**src/sv/tst_pkg.sv**
```systemverilog
// Shared types and codes for the thread slot table.
// No dependencies; imported by thread_slot_table.
package tst_pkg;

  typedef enum logic [1:0] {
    FUNC_START       = 2'd0,
    FUNC_STOP_SCRIPT = 2'd1,
    FUNC_QUERY       = 2'd2,
    FUNC_STOP_SLOT   = 2'd3
  } func_t;

  localparam logic CFG_ACTIVE_SLOTS   = 1'b0;
  localparam logic CFG_RECURSIVE_MASK = 1'b1;

  localparam int unsigned ACTIVE_W = 5;
  localparam int unsigned MASK_W   = 8;

  localparam logic [ACTIVE_W-1:0] ACTIVE_RESET = 5'd16;
  localparam logic [MASK_W-1:0]   MASK_RESET   = 8'd1;
  localparam logic [4:0]          STOP_CNT_MAX = 5'd31;

  typedef struct packed {
    logic [31:0] start_cycle;
    logic [15:0] start_offset;
    logic [7:0]  thread_flags;
    logic [15:0] script_id;
  } slot_entry_t;

endpackage

```
**src/sv/thread_slot_table.sv**
```systemverilog
// Thread slot table: per-slot script info in a synchronous memory, running marks in flops.
// Start, stop script, query: scan active slots one per cycle, then load the result in the
// finish state. Stop slot: go straight from accept to the finish state and load the result.
// Next word accepted the cycle after the result loads; a held output word stalls the load.
// Synchronous reset clears all running marks, drops any output word, and restores the
// register defaults (16 active slots, recursive mask 1). Depends on tst_pkg.
module thread_slot_table
  import tst_pkg::*;
#(
  parameter int unsigned NUM_SLOTS = 16
) (
  input  logic        clk,
  input  logic        rst,
  input  logic        cfg_we,
  input  logic        cfg_index,
  input  logic [7:0]  cfg_wdata,
  input  logic        s_tvalid,
  output logic        s_tready,
  // script_id[15:0], slot_index[19:16], start_offset[35:20],
  // thread_flags[43:36], current_cycle[75:44], zero fill
  input  logic [79:0] s_tdata,
  // func[1:0]
  input  logic [1:0]  s_tuser,
  output logic        m_tvalid,
  input  logic        m_tready,
  // status[0], granted_slot[4:1], is_running[5], stopped_count[10:6], zero fill
  output logic [15:0] m_tdata
);

  localparam int unsigned AW = (NUM_SLOTS > 1) ? $clog2(NUM_SLOTS) : 1;
  localparam int unsigned CW = $clog2(NUM_SLOTS + 1);
  localparam int unsigned LW = (CW > ACTIVE_W) ? CW : ACTIVE_W;

  typedef enum logic [1:0] {
    ST_IDLE,
    ST_SCAN,
    ST_FINISH
  } state_t;

  state_t                state;
  logic [ACTIVE_W-1:0]   active_slots;
  logic [MASK_W-1:0]     recursive_mask;
  logic [NUM_SLOTS-1:0]  marks;

  func_t                 cur_func;
  slot_entry_t           cur_entry;
  logic                  stop_mode;
  logic [LW-1:0]         iss;
  logic                  pend;
  logic [AW-1:0]         pend_idx;
  logic                  free_found;
  logic [AW-1:0]         free_idx;
  logic                  any_hit;
  logic [4:0]            stopped;

  slot_entry_t           mem [NUM_SLOTS];
  slot_entry_t           rd_entry;

  logic [LW-1:0]         live;
  logic                  issue;
  logic                  hit;
  logic                  keep;
  logic                  out_free;
  logic                  mem_we;
  func_t                 in_func;
  logic [3:0]            in_slot;
  logic [AW-1:0]         in_sel;
  logic                  in_sel_ok;

  always_comb begin
    live      = (LW'(active_slots) > LW'(NUM_SLOTS)) ? LW'(NUM_SLOTS) : LW'(active_slots);
    issue     = (state == ST_SCAN) && (iss < live);
    hit       = pend && marks[pend_idx] && (rd_entry.script_id == cur_entry.script_id);
    keep      = marks[pend_idx] && !(stop_mode && hit);
    out_free  = !m_tvalid || m_tready;
    mem_we    = (state == ST_FINISH) && (cur_func == FUNC_START) && free_found;
    in_func   = func_t'(s_tuser);
    in_slot   = s_tdata[19:16];
    in_sel    = AW'(in_slot);
    in_sel_ok = 8'(in_slot) < 8'(NUM_SLOTS);
    s_tready  = (state == ST_IDLE);
  end

  always_ff @(posedge clk) begin
    if (mem_we) begin
      mem[free_idx] <= cur_entry;
    end
    if (issue) begin
      rd_entry <= mem[iss[AW-1:0]];
    end
  end

  always_ff @(posedge clk) begin
    if (rst) begin
      state          <= ST_IDLE;
      active_slots   <= ACTIVE_RESET;
      recursive_mask <= MASK_RESET;
      marks          <= '0;
      pend           <= 1'b0;
      m_tvalid       <= 1'b0;
    end else begin
      if (cfg_we) begin
        case (cfg_index)
          CFG_ACTIVE_SLOTS:   active_slots   <= cfg_wdata[ACTIVE_W-1:0];
          CFG_RECURSIVE_MASK: recursive_mask <= cfg_wdata[MASK_W-1:0];
          default: ;
        endcase
      end
      if (m_tvalid && m_tready && (state != ST_FINISH)) begin
        m_tvalid <= 1'b0;
      end

      case (state)
        ST_IDLE: begin
          if (s_tvalid) begin
            cur_func               <= in_func;
            cur_entry.script_id    <= s_tdata[15:0];
            cur_entry.start_offset <= s_tdata[35:20];
            cur_entry.thread_flags <= s_tdata[43:36];
            cur_entry.start_cycle  <= s_tdata[75:44];
            stop_mode  <= (in_func == FUNC_STOP_SCRIPT) ||
                          ((in_func == FUNC_START) &&
                           ((s_tdata[43:36] & recursive_mask) == '0));
            iss        <= '0;
            pend       <= 1'b0;
            free_found <= 1'b0;
            free_idx   <= '0;
            any_hit    <= 1'b0;
            if (in_func == FUNC_STOP_SLOT) begin
              if (in_sel_ok && marks[in_sel]) begin
                marks[in_sel] <= 1'b0;
              end
              stopped <= {4'd0, in_sel_ok && marks[in_sel]};
              state   <= ST_FINISH;
            end else begin
              stopped <= '0;
              state   <= ST_SCAN;
            end
          end
        end
        ST_SCAN: begin
          if (pend) begin
            if (stop_mode && hit) begin
              marks[pend_idx] <= 1'b0;
              if (stopped != STOP_CNT_MAX) begin
                stopped <= stopped + 5'd1;
              end
            end
            if (hit) begin
              any_hit <= 1'b1;
            end
            if (!free_found && !keep) begin
              free_found <= 1'b1;
              free_idx   <= pend_idx;
            end
          end
          pend     <= issue;
          pend_idx <= iss[AW-1:0];
          if (issue) begin
            iss <= iss + LW'(1);
          end
          if (!issue && !pend) begin
            state <= ST_FINISH;
          end
        end
        ST_FINISH: begin
          if (out_free) begin
            if (mem_we) begin
              marks[free_idx] <= 1'b1;
            end
            m_tvalid <= 1'b1;
            m_tdata  <= {5'd0, stopped, (cur_func == FUNC_QUERY) && any_hit,
                         mem_we ? 4'(free_idx) : 4'd0,
                         (cur_func == FUNC_START) && !free_found};
            state    <= ST_IDLE;
          end
        end
        default: state <= ST_IDLE;
      endcase
    end
  end

endmodule

```
**config.mk**
```make
export PLATFORM = sky130hd
export DESIGN_NAME = thread_slot_table
export DESIGN_NICKNAME = d
export VERILOG_FILES = /design/src/sv/tst_pkg.sv /design/src/sv/thread_slot_table.sv
export SDC_FILE = /design/constraint.sdc
export NUM_CORES = 1
export LEC_CHECK = 0
export BUFFER_PORTS_ARGS = -buffer_cell sky130_fd_sc_hd__buf_2
export CORE_MARGIN = 2
export CORE_UTILIZATION = 40
export CTS_CLUSTER_DIAMETER = 40
export DETAILED_ROUTE_END_ITERATION = 16
export PLACE_DENSITY = 0.69
export SLEW_MARGIN = 20
export SYNTH_ARGS = -nofsm -noshare
export SYNTH_HDL_FRONTEND = slang
export SYNTH_SLANG_ARGS = --single-unit
```
**constraint.sdc**
```tcl
create_clock -name clk -period 2.78 [get_ports clk]
set_input_delay 0 -clock clk [delete_from_list [all_inputs] [get_ports clk]]
set_output_delay 0 -clock clk [all_outputs]
set_load 0.1 [all_outputs]
```
## Word level (Yosys, flattened, before mapping)

Memories as Yosys holds them, arrays and structs flattened. A register that Yosys moved wholly into a read port is not among the register bits.
Index checks and enable logic that the tools add are counted.

- Output and inout port bits: 18
- Logic and storage cells: 152
- Bits of input ports: 96
- Register bits after elaboration: 139
- Memories kept: 1
- RAM bits: 1,152

- Multiplexer cells: 50
- Equality and inequality tests: 20
- Reductions and logical operators: 43
- Add/sub/neg operators: 2
- $lt $le $gt $ge: 8
- Bitwise logic cells: 8

Memories:

| name | depth | bits a word | rd ports | clocked after memory_dff | write ports | line | source |
|---|---|---|---|---|---|---|---|
| mem | 16 | 72 | 1 | 1 | 1 | thread_slot_table.sv:56 | `slot_entry_t mem [NUM_SLOTS];` |

Operators with widths:

| operator | count |
|---|---|
| 16-bit 2-to-1 mux | 7 |
| 16-bit one-hot mux with 3 select lines | 1 |
| 5-bit 2-to-1 mux | 7 |
| 16-bit AND | 2 |
| 16-bit inverter | 2 |
| 5-bit one-hot mux with 2 select lines | 2 |
| 1-bit logical AND | 17 |
| 16-bit == test | 1 |
| 1-bit 2-to-1 mux | 16 |
| 16-bit bitwise OR | 1 |
| 4-bit by 5-bit less-than comparator with 1-bit output, second input constant | 3 |
| 2-bit != test, second input constant | 7 |
| 1-bit demux with 4-bit select | 3 |
| 4-bit by 1-bit greater-or-equal comparator with 1-bit output, second input constant | 3 |
| 4-bit 2-to-1 mux | 3 |
| 2-bit by 1-bit != test with 1-bit output, second input constant | 6 |
| 5-bit by 1-bit adder with 5-bit output, second input constant | 2 |
| 5-bit AND reduction | 2 |
| 3-bit AND reduction | 3 |
| 8-bit AND | 1 |
| 1-bit binary-select mux with 4-bit select | 2 |
| 8-bit zero test | 1 |
| 2-bit 2-to-1 mux | 4 |
| 4-bit one-hot mux with 2 select lines | 1 |
| other kinds (17) | 34 |

## Depth between registers and ports, before layout

- Depth after elaboration: 12
- Depth in mapped cells: 9
- Mapped depth without buffers: 8

## Least setup slack after synthesis

Ideal clock, no wire load.

- Path type: register to register
- From: register state[1]
- To: register cur_entry[0] (netlist name) (enable)
- Stages on the path, launching flop included: 5
- Setup slack: -519 ps
- Library setup time: 395 ps
- Data arrival time: 2,905 ps
- Period minus slack after synthesis: 3,299 ps
- Buffers on the path: 1
- Data required time: 2,385 ps
- Cells stage by stage: dfxtp_1 -> buf_2 -> nor2_1 -> nand2_1 -> nor2_1

- Word-level cells in the longest chain between the ends: 2

Ends and longest elaborated chain:

| item | line | source |
|---|---|---|
| start: declaration | thread_slot_table.sv:40 | `state_t state;` |
| start signal: assignment | thread_slot_table.sv:95 | `state <= ST_IDLE;` |
| start signal: assignment | thread_slot_table.sv:134 | `state <= ST_FINISH;` |
| start signal: assignment | thread_slot_table.sv:137 | `state <= ST_SCAN;` |
| 2-bit zero test | - |  |
| named net s_tready | thread_slot_table.sv:18 | `output logic s_tready,` |
| 3-bit AND reduction (no source line) | - |  |
| end: declaration | thread_slot_table.sv:46 | `slot_entry_t cur_entry;` |

The timed path passes the listed nets, and every way through them passes these cells.
A chain may end at the register's enable or synchronous reset.

## Worst setup path in the final report

- From: register cur_entry[11] (netlist name)
- To: register free_idx[1] (enable)

- Word-level cells in the longest chain between the ends: 9

Ends and longest elaborated chain:

| item | line | source |
|---|---|---|
| 16-bit == test | thread_slot_table.sv:73 | `hit = pend && marks[pend_idx] && (rd_entry.script_id == cur_entry.script_id);` |
| 1-bit logical AND | thread_slot_table.sv:73 |  |
| 1-bit logical AND | thread_slot_table.sv:74 | `keep = marks[pend_idx] && !(stop_mode && hit);` |
| 1-bit zero test | thread_slot_table.sv:74 |  |
| 1-bit logical AND | thread_slot_table.sv:74 |  |
| 1-bit zero test | thread_slot_table.sv:152 | `if (!free_found && !keep) begin` |
| 1-bit logical AND | thread_slot_table.sv:152 |  |
| 2-bit by 1-bit != test with 1-bit output (no source line) | - |  |
| 5-bit AND reduction (no source line) | - |  |
| end signal: assignment | thread_slot_table.sv:154 | `free_idx <= pend_idx;` |
| end: declaration | thread_slot_table.sv:52 | `logic [AW-1:0] free_idx;` |

No other way between the ends.

==> results.sh <==
export IMPL_run_status="finished clean"
export IMPL_die_h_um=195
export IMPL_worst_r2r_startpoint="cur_entry[11]"
export IMPL_grt_total_usage=0.170
export IMPL_antenna_found_initial=0
export IMPL_pwr_cell_area_nw_per_um2=755
export IMPL_critical_path_start_end_classification="flop to flop"
export IMPL_max_cap_violations=0
export IMPL_final_util=0.498
export IMPL_htreeDepth=2
export IMPL_ys_seq_elements=355
export IMPL_die_x_um=195
export IMPL_area_of_all_sequential_standard_cells_um2=10300
export IMPL_grt_overflow_total=0
export IMPL_timing_hold_worst_class="input pin to flop"
export IMPL_numClockSinks=355
export IMPL_layout_cells_most_common="sky130_fd_sc_hd__edfxtp_1"
export IMPL_ys_seq_area_frac=0.707
export IMPL_worstHoldStart="s_tdata[40]"
export IMPL_row_count=69
export IMPL_timing_rr_end="free_idx[1]"
export IMPL_setup_tns_final_ns=0
export IMPL_rsz0062_at_grt="no"
export IMPL_syn_cell_area_um2=14600
export IMPL_max_slew_margin_rel=0.304
export IMPL_place_port_buffers=56
export IMPL_area_of_combinational_cells_with_multiple_inputs_um2=4090
export IMPL_max_freq_mhz=377
export IMPL_final_setup_viol_count=0
export IMPL_crit_arrival_ns=2.93
export IMPL_first_global_vias=8107
export IMPL_maximum_number_of_pins_on_one_net_before_global_route_repair=69
export IMPL_hpwl_mm=18.4
export IMPL_clock_insertion_delay_worst_skew_ns=0.56
export IMPL_ant_nets=0
export IMPL_final_period_utilization=0.954
export IMPL_total_power_mw=13.4
export IMPL_postSynthAreaPerCell_um2=17.9
export IMPL_drt_pre_antenna_iters=6
export IMPL_path_max_fanout=17
export IMPL_detail_route_drc_violations=0
export IMPL_timing_worst_slew_pin_value_ns=1.04
export IMPL_required_ns=3.05
export IMPL_globalplace_congestion=0.874
export IMPL_clock_buffer_count_from_cts=48
export IMPL_antenna_diode_count=0
export IMPL_start_util=0.409
export IMPL_fp_dieArea_um2=38100
export IMPL_worstHoldPathCells=4
export IMPL_timing_critical_path_from_type="flop"
export IMPL_num_vias=8106
export IMPL_drtIter0Drc=849
export IMPL_drive_gt1_frac=0.322
export IMPL_mostFrequentLayoutCells="sky130_fd_sc_hd__edfxtp_1, sky130_fd_sc_hd__mux4_2, sky130_fd_sc_hd__buf_2, sky130_fd_sc_hd__buf_4, sky130_fd_sc_hd__clkbuf_16"
export IMPL_timing_hold_worst_endpoint="stop_mode"
export IMPL_hold_violations=0
export IMPL_p_leak_nw=5.87
export IMPL_pin_count=114
export IMPL_layout_min_cycle_time_ns=2.65
export IMPL_clk_pin_slew_worst_paths_ns=0.06
export IMPL_nFillCells=2919
export IMPL_fin_skew_ns=0.0287
export IMPL_routed_via_density=5.55
export IMPL_drt_wirelength_per_cell_um=22.1
export IMPL_synth_cell_type_count=53
export IMPL_flow_area_growth_from_synthesis_pct=21.7
export IMPL_crit_path_end_kind="flop"
export IMPL_design_core_area_um2=35700
export IMPL_yosysWarningCount=0
export IMPL_grt_first_pass_wirelength_mm=48.7
export IMPL_max_vdd_ir_drop_mv=0.505
export IMPL_clock_tree_from_tritoncts="built"
export IMPL_timing_final_max_slew_violations=0
export IMPL_worstRegToRegCells=8
export IMPL_ctsRootBufferMaster="sky130_fd_sc_hd__clkbuf_16"
export IMPL_layout_nets=1063
export IMPL_clockBufferDepth=3
export IMPL_post_synth_inst_count=814
export IMPL_routed_wl_mm=32.3
export IMPL_reg2reg_setup_slack_ns=0.13
-- worst max-delay path: stages (launching register included) --
cell and delay [ns]:
sky130_fd_sc_hd__edfxtp_1 0.60, sky130_fd_sc_hd__xnor2_1 0.35, sky130_fd_sc_hd__nand4_1 0.17, sky130_fd_sc_hd__nor3_2 0.34, sky130_fd_sc_hd__buf_4 0.18, sky130_fd_sc_hd__and4_4 0.24
sky130_fd_sc_hd__nor2_4 0.04, sky130_fd_sc_hd__a221oi_1 0.27, sky130_fd_sc_hd__buf_4 0.19
-- cell usage after synthesis (all sizes together) --
master	instances	area [um^2]
edfxtp	322	9670
mux4	86	1940
nand2	43	161
nor2	39	154
a21oi	37	185
dfxtp	33	661
buf	30	174
nand2b	27	169
clkbuf	24	90.1
nand3	18	95.1
o32ai	14	198
xnor2	14	123
and2	13	81.3
nor3	9	45.0
mux2i	8	80.1
nor2b	8	57.6
ha	7	87.6
o22ai	7	43.8
xor2	7	61.3
a22o	6	52.6
a31oi	6	37.5
nor3b	6	50.1
a22oi	5	42.5
a311oi	5	75.1
inv	5	18.8
a211oi	4	30.0
o21ai	4	20.0
and3	3	18.8
nand3b	3	22.5
nand4	3	18.8
a211o	2	17.5
a32o	2	20.0
nor4	2	12.5
or3	2	12.5
a2111o	1	11.3
a21o	1	7.51
a221oi	1	8.76
a41oi	1	8.76
and4	1	11.3
conb	1	3.75
o21a	1	15.0
o21bai	1	7.51
or2	1	6.26
or3b	1	8.76
-- cell type report --
cell class	count	area share
clock buffer	51	0.0694
clock inverter	38	0.0263
inverter	5	0.00106
multi-input combinational	404	0.230
sequential	355	0.581
tap	461	0.0324
timing repair buffer	146	0.0602
-- registers in the layout (all words and copies together), names as in the netlist, 2 cells and up --
register and flops:
mem 256, cur_entry 16, marks 16, rd_entry 16, m_tdata 11, recursive_mask 8
active_slots 5, iss 5, stopped 5, free_idx 4, pend_idx 4, cur_func 2
state 2
-- cells by family after synthesis --
logic type	count (synthesis)	synth area share
other	1	0.000257
AOI/OAI and AO/OA	98	0.0534
DFF	355	0.707
buffers and inverters	59	0.0194
and+or+nand+nor	179	0.0633
xor gates and xnor gates	21	0.0126
adders and majority gates	7	0.00599
muxes	94	0.138
-- worst max-delay path by stage --
stage	to	start	depth (start not counted)	slack, ns
final	free_idx[1]	cur_entry[11]	8	0.13
after detailed placement	free_idx[2]	cur_entry[11]	8	0.007
after CTS	free_idx[1]	cur_entry[11]	8	0.02
after global placement	free_idx[3]	cur_entry[11]	8	0.04
after floorplan	cur_entry[0]	state[1]	4	0.04
after global routing	free_idx[1]	cur_entry[11]	8	0.02
-- power by group --
group | switching [mW] | internal [mW]
Clock | 2.43 | 3.96
Sequential | 0.0854 | 5.94
Combinational | 0.595 | 0.427
Total | 3.11 | 10.3
-- metrics by stage --
step	hold slack, ns	setup slack (ns)	cell area (um^2)	cells
2_1_floorplan	0.0989	0.0380	14600	818
3_3_place_gp	0.177	0.0434	15700	1335
3_5_place_dp	0.179	0.00711	15700	1335
4_1_cts	0.0237	0.0185	17800	1460
5_1_grt	0.0523	0.0173	17800	1460
6_report	0.0411	0.127	17800	1460
-- metal layers --
metal | global-route usage | share of wire | vias to the layer above
li1 | - | - | 3558
met5 | 0 | 0 | -
met3 | 0.0283 | 0.062 | 56
met4 | 0.0571 | 0.023 | 0
met1 | 0.225 | 0.41 | 4217
met2 | 0.288 | 0.50 | 275
-- repair_timing --
action,4_1_cts,5_1_grt
buffers inserted,0,0
resized for setup,0,1
setup endpoints to repair,0,10
hold endpoints to repair,40,0
hold buffers,36,0
Note: power is estimated with default switching activity, not from simulation.
